File: config.mk
export PLATFORM = sky130hd
export DESIGN_NAME = line_deframer_with_overflow_discard
export DESIGN_NICKNAME = d
export VERILOG_FILES = /design/src/rtl/core/ldf_pkg.sv /design/src/rtl/core/ldf_ram.sv /design/src/rtl/core/ldf_dpath.sv /design/src/rtl/core/ldf_ctrl.sv /design/src/rtl/core/line_deframer_with_overflow_discard.sv
export SDC_FILE = /design/constraint.sdc
export NUM_CORES = 1
export LEC_CHECK = 0
export ABC_AREA = 1
export BUFFER_PORTS_ARGS = -buffer_cell sky130_fd_sc_hd__buf_2
export CORE_MARGIN = 4
export CORE_UTILIZATION = 62
export DETAILED_ROUTE_END_ITERATION = 7
export MAX_ROUTING_LAYER = met4
export PLACE_DENSITY = 0.79
export SYNTH_ARGS = -nofsm -noshare
export SYNTH_HDL_FRONTEND = slang
export SYNTH_SLANG_ARGS = --single-unit
File: constraint.sdc
create_clock -name clock -period 3.1 [get_ports clock]
set_input_delay 0 -clock clock [delete_from_list [all_inputs] [get_ports clock]]
set_output_delay 0 -clock clock [all_outputs]
set_load 0.02 [all_outputs]
File: src/rtl/core/ldf_pkg.sv
`default_nettype none

package ldf_pkg;

   localparam int LINE_MAX_BYTES_DEF = 32;

   localparam logic [7:0] CH_NEWLINE = 8'd10;
   localparam logic [7:0] CH_RETURN  = 8'd13;

   typedef enum logic [1:0] {
      KIND_BYTE    = 2'd0,
      KIND_EOL     = 2'd1,
      KIND_TOOLONG = 2'd2
   } kind_type;

   typedef enum logic [2:0] {
      ST_IDLE = 3'b001,
      ST_EMIT = 3'b010,
      ST_EOL  = 3'b100
   } state_type;

   // controller -> datapath
   typedef struct packed {
      logic store;
      logic clr_line;
      logic set_disc;
      logic clr_disc;
      logic rd_start;
      logic rd_next;
      logic load_byte;
      logic load_eol;
      logic load_err;
   } cmd_type;

   // datapath -> controller
   typedef struct packed {
      logic in_newline;
      logic discarding;
      logic fill_last;
      logic len_zero;
      logic more;
      logic out_free;
   } sts_type;

endpackage

`default_nettype wire

File: src/rtl/core/ldf_ram.sv
`default_nettype none

module ldf_ram #(
   parameter int WIDTH = 8,
   parameter int DEPTH = 32
) (
   input  wire logic                     clock,
   input  wire logic                     wr_en,
   input  wire logic [$clog2(DEPTH)-1:0] wr_addr,
   input  wire logic [WIDTH-1:0]         wr_data,
   input  wire logic                     rd_en,
   input  wire logic [$clog2(DEPTH)-1:0] rd_addr,
   output logic      [WIDTH-1:0]         rd_data
);

   logic [WIDTH-1:0] mem_ff [DEPTH];
   logic [WIDTH-1:0] rd_data_ff;

   always_ff @(posedge clock) begin
      if (wr_en) begin
         mem_ff[wr_addr] <= wr_data;
      end
      if (rd_en) begin
         rd_data_ff <= mem_ff[rd_addr];
      end
   end

   assign rd_data = rd_data_ff;

endmodule

`default_nettype wire

File: src/rtl/core/ldf_dpath.sv
`default_nettype none

module ldf_dpath
   import ldf_pkg::*;
#(
   parameter int LINE_MAX_BYTES = LINE_MAX_BYTES_DEF
) (
   input  wire logic       clock,
   input  wire logic       reset,
   input  wire logic [7:0] req_tdata,
   input  wire logic       rsp_tready,
   input  wire cmd_type    cmd,
   output sts_type         sts,
   output logic            rsp_tvalid,
   output logic [7:0]      rsp_tdata,
   output logic [1:0]      rsp_tuser,
   output logic            rsp_tlast
);

   localparam int CNT_W  = $clog2(LINE_MAX_BYTES + 1);
   localparam int ADDR_W = $clog2(LINE_MAX_BYTES);

   logic [CNT_W-1:0]  fill_ff, fill_in;
   logic              cr_ff, cr_in;
   logic              disc_ff, disc_in;
   logic [ADDR_W-1:0] rd_ff, rd_in;
   logic              out_valid_ff, out_valid_in;
   logic [1:0]        out_kind_ff, out_kind_in;
   logic [7:0]        out_data_ff, out_data_in;
   logic              out_last_ff, out_last_in;

   logic [CNT_W-1:0]  line_len;
   logic [CNT_W-1:0]  rd_plus;
   logic              ram_rd_en;
   logic [ADDR_W-1:0] ram_rd_addr;
   logic [7:0]        ram_rd_data;

   ldf_ram #(
      .WIDTH (8),
      .DEPTH (LINE_MAX_BYTES)
   ) u_line_ram (
      .clock   (clock),
      .wr_en   (cmd.store),
      .wr_addr (fill_ff[ADDR_W-1:0]),
      .wr_data (req_tdata),
      .rd_en   (ram_rd_en),
      .rd_addr (ram_rd_addr),
      .rd_data (ram_rd_data)
   );

   // trailing return is dropped from the replayed length
   assign line_len    = fill_ff - CNT_W'(cr_ff);
   assign rd_plus     = CNT_W'(rd_ff) + CNT_W'(1);
   assign ram_rd_en   = cmd.rd_start | cmd.rd_next;
   assign ram_rd_addr = cmd.rd_start ? '0 : rd_plus[ADDR_W-1:0];

   always_comb begin
      sts.in_newline = (req_tdata == CH_NEWLINE);
      sts.discarding = disc_ff;
      sts.fill_last  = (fill_ff == CNT_W'(LINE_MAX_BYTES - 1));
      sts.len_zero   = (line_len == '0);
      sts.more       = (rd_plus < line_len);
      sts.out_free   = !out_valid_ff || rsp_tready;
   end

   always_comb begin
      fill_in = fill_ff;
      cr_in   = cr_ff;
      disc_in = disc_ff;
      rd_in   = rd_ff;
      if (cmd.store) begin
         fill_in = fill_ff + CNT_W'(1);
         cr_in   = (req_tdata == CH_RETURN);
      end
      if (cmd.clr_line) begin
         fill_in = '0;
         cr_in   = 1'b0;
      end
      if (cmd.set_disc) begin
         disc_in = 1'b1;
      end
      if (cmd.clr_disc) begin
         disc_in = 1'b0;
      end
      if (cmd.rd_start) begin
         rd_in = '0;
      end else if (cmd.rd_next) begin
         rd_in = rd_plus[ADDR_W-1:0];
      end
   end

   always_comb begin
      out_valid_in = out_valid_ff && !rsp_tready;
      out_kind_in  = out_kind_ff;
      out_data_in  = out_data_ff;
      out_last_in  = out_last_ff;
      if (cmd.load_byte) begin
         out_valid_in = 1'b1;
         out_kind_in  = KIND_BYTE;
         out_data_in  = ram_rd_data;
         out_last_in  = 1'b0;
      end else if (cmd.load_eol) begin
         out_valid_in = 1'b1;
         out_kind_in  = KIND_EOL;
         out_data_in  = '0;
         out_last_in  = 1'b1;
      end else if (cmd.load_err) begin
         out_valid_in = 1'b1;
         out_kind_in  = KIND_TOOLONG;
         out_data_in  = '0;
         out_last_in  = 1'b1;
      end
   end

   always_ff @(posedge clock) begin
      if (reset) begin
         fill_ff      <= '0;
         cr_ff        <= 1'b0;
         disc_ff      <= 1'b0;
         out_valid_ff <= 1'b0;
      end else begin
         fill_ff      <= fill_in;
         cr_ff        <= cr_in;
         disc_ff      <= disc_in;
         out_valid_ff <= out_valid_in;
      end
   end

   always_ff @(posedge clock) begin
      rd_ff       <= rd_in;
      out_kind_ff <= out_kind_in;
      out_data_ff <= out_data_in;
      out_last_ff <= out_last_in;
   end

   assign rsp_tvalid = out_valid_ff;
   assign rsp_tdata  = out_data_ff;
   assign rsp_tuser  = out_kind_ff;
   assign rsp_tlast  = out_last_ff;

endmodule

`default_nettype wire

File: src/rtl/core/ldf_ctrl.sv
`default_nettype none

module ldf_ctrl
   import ldf_pkg::*;
(
   input  wire logic    clock,
   input  wire logic    reset,
   input  wire logic    req_tvalid,
   input  wire sts_type sts,
   output logic         req_tready,
   output cmd_type      cmd
);

   state_type state_ff, state_in;
   logic      accept;

   assign req_tready = (state_ff == ST_IDLE) && sts.out_free;
   assign accept     = req_tvalid && req_tready;

   always_comb begin
      state_in = state_ff;
      cmd      = '0;
      case (state_ff)
         ST_IDLE: begin
            if (accept) begin
               if (sts.discarding) begin
                  cmd.clr_disc = sts.in_newline;
               end else if (sts.in_newline) begin
                  if (sts.len_zero) begin
                     cmd.load_eol = 1'b1;
                     cmd.clr_line = 1'b1;
                  end else begin
                     cmd.rd_start = 1'b1;
                     state_in     = ST_EMIT;
                  end
               end else begin
                  cmd.store = 1'b1;
                  if (sts.fill_last) begin
                     cmd.load_err = 1'b1;
                     cmd.clr_line = 1'b1;
                     cmd.set_disc = 1'b1;
                  end
               end
            end
         end
         ST_EMIT: begin
            if (sts.out_free) begin
               cmd.load_byte = 1'b1;
               if (sts.more) begin
                  cmd.rd_next = 1'b1;
               end else begin
                  state_in = ST_EOL;
               end
            end
         end
         ST_EOL: begin
            if (sts.out_free) begin
               cmd.load_eol = 1'b1;
               cmd.clr_line = 1'b1;
               state_in     = ST_IDLE;
            end
         end
         default: begin
            state_in = ST_IDLE;
         end
      endcase
   end

   always_ff @(posedge clock) begin
      if (reset) begin
         state_ff <= ST_IDLE;
      end else begin
         state_ff <= state_in;
      end
   end

endmodule

`default_nettype wire

File: src/rtl/core/line_deframer_with_overflow_discard.sv
// channel  dir  tdata                 tuser                  tlast
// req_     in   [7:0] byte_in         -                      -
// rsp_     out  [7:0] data            [1:0] kind             last
//
// ordinary bytes and empty lines are taken one per cycle
// a newline with len bytes to replay is handled in order: the newline, then one
// byte per cycle from the line memory read port, then the end-of-line word
// req_tready is low during a replay and while an unaccepted result blocks
// the output register; rsp_tready low stalls the replay in place
// reset is synchronous, active high, and clears the line count and flags
`default_nettype none

module line_deframer_with_overflow_discard
   import ldf_pkg::*;
#(
   parameter int LINE_MAX_BYTES = LINE_MAX_BYTES_DEF
) (
   input  wire logic       clock,
   input  wire logic       reset,
   input  wire logic       req_tvalid,
   output logic            req_tready,
   input  wire logic [7:0] req_tdata,   // [7:0] byte_in
   output logic            rsp_tvalid,
   input  wire logic       rsp_tready,
   output logic [7:0]      rsp_tdata,   // [7:0] data
   output logic [1:0]      rsp_tuser,   // [1:0] kind
   output logic            rsp_tlast
);

   cmd_type cmd;
   sts_type sts;

   ldf_ctrl u_ctrl (
      .clock      (clock),
      .reset      (reset),
      .req_tvalid (req_tvalid),
      .sts        (sts),
      .req_tready (req_tready),
      .cmd        (cmd)
   );

   ldf_dpath #(
      .LINE_MAX_BYTES (LINE_MAX_BYTES)
   ) u_dpath (
      .clock      (clock),
      .reset      (reset),
      .req_tdata  (req_tdata),
      .rsp_tready (rsp_tready),
      .cmd        (cmd),
      .sts        (sts),
      .rsp_tvalid (rsp_tvalid),
      .rsp_tdata  (rsp_tdata),
      .rsp_tuser  (rsp_tuser),
      .rsp_tlast  (rsp_tlast)
   );

`ifndef SYNTHESIS
   // only marker and error words close a byte's results
   assert property (@(posedge clock) disable iff (reset)
      rsp_tvalid |-> (rsp_tlast == (rsp_tuser != KIND_BYTE)))
      else $error("tlast does not match word kind");

   // a byte filling the line must raise the error next cycle
   assert property (@(posedge clock) disable iff (reset)
      (req_tvalid && req_tready && !sts.discarding && !sts.in_newline && sts.fill_last)
      |=> (rsp_tvalid && rsp_tuser == KIND_TOOLONG && rsp_tlast))
      else $error("missing too-long error");

   // input is only taken when the output register can take a word
   assert property (@(posedge clock) disable iff (reset)
      req_tready |-> (!rsp_tvalid || rsp_tready))
      else $error("input taken while output blocked");

   // a newline outside discard starts a replay or gives the marker
   assert property (@(posedge clock) disable iff (reset)
      (req_tvalid && req_tready && !sts.discarding && sts.in_newline)
      |=> (!req_tready || (rsp_tvalid && rsp_tuser == KIND_EOL)))
      else $error("newline not handled");
`endif

endmodule

`default_nettype wire
# Word-level counts from Yosys, hierarchy flattened
# Memory sizes are Yosys's and may differ from the RTL's. A register that Yosys moved wholly into a read port is not among the register bits.
# Cells that the tools add are included.
dict set report word_totals {
  register_bits 28
  ram_bits 256
  word_cells 88
  memories 1
}
# memory depth width rd rd_clocked_by_memory_dff wr line
set mem_list {}
lappend mem_list {u_dpath.u_line_ram.mem_ff 32 8 1 1 1 ldf_ram.sv:16} ;# logic [WIDTH-1:0] mem_ff [DEPTH];
dict set report classes {
  add_sub_neg 3
  order_cmp 1
  n_eq_ne 13
  n_mux 46
  bitwise 1
  reduce_logical 13
}
# operator count
set ops {}
lappend ops {{$mux 3} 9}
lappend ops {{$mux 1} 24}
lappend ops {{$mux 8} 3}
lappend ops {{$eq 8x4->1 const B} 2}
lappend ops {{$mux 2} 5}
lappend ops {{$mux 5} 2}
lappend ops {{$pmux 3 s3} 1}
lappend ops {{$ne 2x1->1 const B} 4}
lappend ops {{$reduce_and 7->1} 1}
lappend ops {{$add 5x1->6 const B} 1}
lappend ops {{$add 6x1->6 const B} 1}
lappend ops {{$eq 6x5->1 const B} 1}
lappend ops {{$logic_not 6->1} 1}
lappend ops {{$lt 6x6->1} 1}
lappend ops {{$ne 2x2->1 const B} 3}
lappend ops {{$reduce_or 2->1} 3}
lappend ops {{$sub 6x1->6} 1}
lappend ops {{$pmux 1 s2} 2}
lappend ops {{$eq 3x1->1 const B} 1}
lappend ops {{$eq 3x2->1 const B} 1}
lappend ops {{$eq 3x3->1 const B} 1}
lappend ops {{$logic_and 1x1->1} 3}
lappend ops {{$reduce_bool 3->1} 1}
lappend ops {{$logic_not 1->1} 2}
lappend ops {{other kinds (3)} 3}

# Longest topological paths before layout
dict set report logic_depth {
  ltp_word 10
  depth_mapped 19
  depth_no_buf 18
}

# Modules after synthesis
# A second synthesis with hierarchy kept.
dict set report unflattened {
  hier_cells 1152
  area_unflattened_um2 12569.6
}
# mod n_inst cells_per_inst area_each_um2 seq_area_each_um2
set by_module_without_submodules {}
lappend by_module_without_submodules {ldf_ram 1 922 10866.7 7927.6}
lappend by_module_without_submodules {ldf_dpath 1 184 1373.8 580.6}
lappend by_module_without_submodules {ldf_ctrl 1 46 329.1 60.1}

# Least setup slack after synthesis
# Ideal clock, no wire load.
dict set report synth_path {
  kind {reg2reg}
  start {reg u_dpath.fill_ff[0]}
  end {reg u_dpath.u_line_ram.rd_data_ff[0] (netlist: u_dpath.u_line_ram.rd_data[0]) (read register of u_dpath.u_line_ram.mem_ff) (enable)}
  arrival_ps 2202
  required_ps 2752
  slack_ps 549
  path_stages_with_launch 16
  path_buffers 0
  cell_sequence {dfxtp_1 > inv_1 > ha_1 > ha_1 > nand2_1 > nand2_1 > nand2_1 > inv_1 > ha_1 > nand2_1 > inv_1 > o2111ai_1 > o211ai_1 > nor2_1 > inv_1 > nand2_1}
}
dict set report synth_via {
  elab_chain_len 8
  elab_cells_between_ends 13
}
# element line
set synth_rtl {}
lappend synth_rtl {{start: declaration} ldf_dpath.sv:23} ;# logic [CNT_W-1:0] fill_ff, fill_in;
lappend synth_rtl {{start signal: assignment} ldf_dpath.sv:122} ;# fill_ff <= fill_in;
lappend synth_rtl {{$sub 6x1->6 *} ldf_dpath.sv:52} ;# assign line_len = fill_ff - CNT_W'(cr_ff);
lappend synth_rtl {{branches (longest 6 deep; another with $lt 6x6->1)} --}
lappend synth_rtl {{$or 1x1->1 *} ldf_dpath.sv:54} ;# assign ram_rd_en = cmd.rd_start | cmd.rd_next;
lappend synth_rtl {{via u_dpath.ram_rd_en} ldf_dpath.sv:34} ;# logic ram_rd_en;
lappend synth_rtl {{end: declaration} ldf_ram.sv:17} ;# logic [WIDTH-1:0] rd_data_ff;
# Mark *: on every way through the listed nets, which the timed path passes.
# A chain may end at the register's enable or synchronous reset.

# Worst setup path in the final report
dict set report layout_path {
  start {reg u_dpath.fill_ff[0]}
  end {reg u_dpath.u_line_ram.rd_data_ff[1] (netlist: u_dpath.u_line_ram.rd_data[1]) (read register of u_dpath.u_line_ram.mem_ff) (data pin)}
}
dict set report layout_via {
  elab_chain_len 8
  elab_cells_between_ends 13
}
# element line
set layout_rtl {}
lappend layout_rtl {{$sub 6x1->6 *} ldf_dpath.sv:52}
lappend layout_rtl {{branches (longest 7 deep; another with $lt 6x6->1)} --}
# Mark *: on every way between the ends.

==> metrics.cfg <==
[layout]
drive_above_1_share_pct = 16.01
area_growth_pct = 12.27
postLayoutCellArea_mm2 = 0.01477
fill_cells = 1500
final_nets = 1274
seq_area_mm2 = 0.008569
multi_input_area_mm2 = 0.003626
n_antenna_cell = 0

[timing]
period_minus_slack_ns = 2.914
fmax_mhz = 343.2
setup_viol = 0
worst_slack_ns = 0.1860
period_share_pct = 94.00
fin_setup_tns_ns = 0
finalMaxSlewViolations = 0
max_slew.worst_pin.slew_ns = 0.7871
fin_skew_ns = 0.01811
hold_violations = 0
maxSlewHeadroom_pct = 47.33

[synthesis]
postSynthNetCount = 1217
synthCells = 1193
synth_compound_area_share_pct = 3.984
yosysUniqueCellTypes = 36
synth_top_family_by_area = simple AND/OR/NAND/NOR gates
synthMuxAreaShare_pct = 0
synthAdderAreaFrac_pct = 1.141
synthXorXnorAreaFrac_pct = 0.1997
ys_seq_elements = 292
yosysSeqAreaShare_pct = 65.11
synth_area_leaders = edfxtp_1 (62%), nand3_1 (9.0%), nand2_1 (4.6%), inv_1 (4.3%), dfxtp_1 (3.0%)
synth-simple-area-share_pct = 21.88
synth_top_area_cell = edfxtp_1
ys_warn_count = 0
netlist.area_leader.share_pct = 62.07
avgSynthCellArea_um2 = 11.03
netlist_area_mm2 = 0.01316

[floorplan]
core_area_mm2 = 0.02096
io_pins = 25
die_area_mm2 = 0.02362
dieWidth_um = 153.7
die_height_um = 153.7
rows = 53
start_util_pct = 62.80

[clocking]
cts_root_buffer = clkbuf_16
cts_buffers = 28
cts_sinks = 292
path_clk_slew_ns = 0.06
cts_tree = done
clock_path_buffers = 3
clk_latency_ns = 0.54
cts_max_level = 1

[route]
routed_via_density = 6.035
wl_per_cell_um = 21.05
firstDrtPassIters = 5
vias = 9312
drtAntennaViolNets = 0
drc = 0
drt-total-wl_um = 32480
initialDrtViolationCount = 1158

[worst_setup_path]
crit_fanout = 57
r2r-start = u_dpath.fill_ff[0]
startpoint = u_dpath.fill_ff[0]
crit_type = register to register
cp-end-kind = register
startpoint_type = register
crit_arrival_ns = 3.22
required_ns = 3.40

[power]
pwr-share-clk_pct = 37.0
total_power_w = 0.008413
combinationalPowerShare_pct = 10.1
switchingPower_w = 0.002023
switching_share_pct = 24.05
internal_power_w = 0.006390
peakVddDrop_uv = 524.5
p_per_area_mw_per_mm2 = 569.5
leakagePower_nw = 5.702
p_seq_share_pct = 52.9

[global_routing]
grt_max_degree = 107
grt_pass1_wl_um = 49950
grt-ovfl-total = 0
grt_pass1_vias = 8856
grtUsageTotal_pct = 27.78
antenna_found_initial = 0

[placed_design]
gp_congestion = 1.000
pre_cts_ws_ns = 0.1027
port_buffers = 24
dp_hpwl_um = 19640
place_area_mm2 = 0.01377

[status]
status = completed

[run]
cap_violations = 0

[min_path]
min_path_type = input pin to register
min_from = req_tdata[5]

## path summary, 6_finish.rpt
kind / end / slack [ns] / cells after the start
min: u_dpath.u_line_ram.mem_ff[18][5] / 0.04 / 2
max: u_dpath.u_line_ram.rd_data[1] / 0.19 / 16
min reg2reg: u_dpath.cr_ff / 0.48 / 2
max reg2reg: u_dpath.u_line_ram.rd_data[1] / 0.19 / 16
## timing repair
item,in CTS,in global routing
endpoints found under the hold margin,12,0
setup endpoints to repair,0,21
buffers inserted,0,2
gates resized for setup,0,14
hold buffers,6,0
## final cells by class
class / count / area share [%]
multi-input combinational: 675 / 24.54
clock inverter: 8 / 0.2626
tap: 275 / 2.329
clock buffer: 40 / 5.260
sequential: 292 / 58.01
inverter: 161 / 4.159
timing repair buffer: 92 / 5.437
## sequential cells by signal, summed over array words and instances, names as in the netlist, 2 cells and up
signal                      cells
u_dpath.u_line_ram.rd_data      8
u_dpath.fill_ff                 6
u_dpath.rsp_tuser               2
u_dpath.rsp_tdata               8
u_ctrl.state_ff                 3
u_dpath.rd_ff                   5
u_dpath.u_line_ram.mem_ff     256
## power groups by stage
stage	sequential, W	combinational (W)	clock, W
global route	0.00446	0.000924	0.00331
floorplan	0.00455	0.000456	0
finish	0.00445	0.000850	0.00311
global placement	0.00453	0.000778	0
detailed placement	0.00453	0.000794	0
CTS	0.00445	0.000806	0.00312
## placed cells by master, fill, tap and decap left out, types with 3 or more instances in the layout
cell           instances
nand3b_1              41
a21oi_1               14
buf_2                 24
or2_2                 57
xor2_1                 3
clkinv_1               7
ha_1                  11
dfxtp_1               19
nand4_1                3
o2111ai_1             41
nor3_1                 6
clkbuf_1              10
nand2_1              160
nand3_1              237
clkinv_2               5
buf_4                 51
clkbuf_16             30
o21ai_0                5
edfxtp_1             272
nor2_2                 6
inv_1                150
inv_2                  3
nand2_2                4
dlygate4sd3_1          6
buf_12                 8
nor2_1                69
## synth_stat cells (all sizes together)
cell type / n
edfxtp: 272
nand3: 239
nand2: 166
inv: 157
nor2: 75
or2: 57
buf: 41
nand3b: 41
o2111ai: 41
clkbuf: 25
dfxtp: 20
a21oi: 14
ha: 12
nor3: 7
o21ai: 5
clkinv: 4
nand4: 3
xor2: 3
a22oi: 2
a2bb2oi: 2
a311oi: 1
a31oi: 1
and2: 1
nor4: 1
o211ai: 1
o21a: 1
o31ai: 1
## metal layers
layer  global-route usage (%)  share of wire (%)  vias to the layer above  wire length (µm)
met3                    4.897                 10                      100              3370
met4                    9.798                3.7                        0              1211
li1                         -                  -                     4259                 -
met5                        -                  0                        -                 0
met1                    37.35                 38                     4383             12470
met2                    43.37                 47                      570             15430
## cell families (layout without fill, tap and decap cells)
| logic type | Yosys count | after routing |
|---|---|---|
| xor+xnor | 3 | 3 |
| fa+ha+maj | 12 | 12 |
| compound gates | 69 | 69 |
| flops | 292 | 292 |
| buf+inv | 227 | 301 |
| simple gates | 590 | 591 |
## worst max-delay path, cell delays in order (launching register included)
cell	delay [ns]
dfxtp_2	0.35
inv_1	0.09
ha_2	0.22
ha_1	0.30
nand2_1	0.05
nand3b_1	0.16
nor2_2	0.17
nand3_4	0.18
nand2_8	0.17
nand2_4	0.08
buf_12	0.21
nand3_1	0.15
nand3_1	0.14
nand3_1	0.10
nand2_1	0.08
nand2_1	0.10
nand2_1	0.06
## through the flow
step	utilization [%]	hold WS [ns]	std cells
floorplan	-	0.06907	1193
global placement	65.73	0.2136	1485
detailed placement	65.73	0.2131	1485
CTS	69.91	0.03777	1539
global route	70.50	0.04086	1543
finish	70.50	0.03796	1543
(Power assumes the default switching activity.)
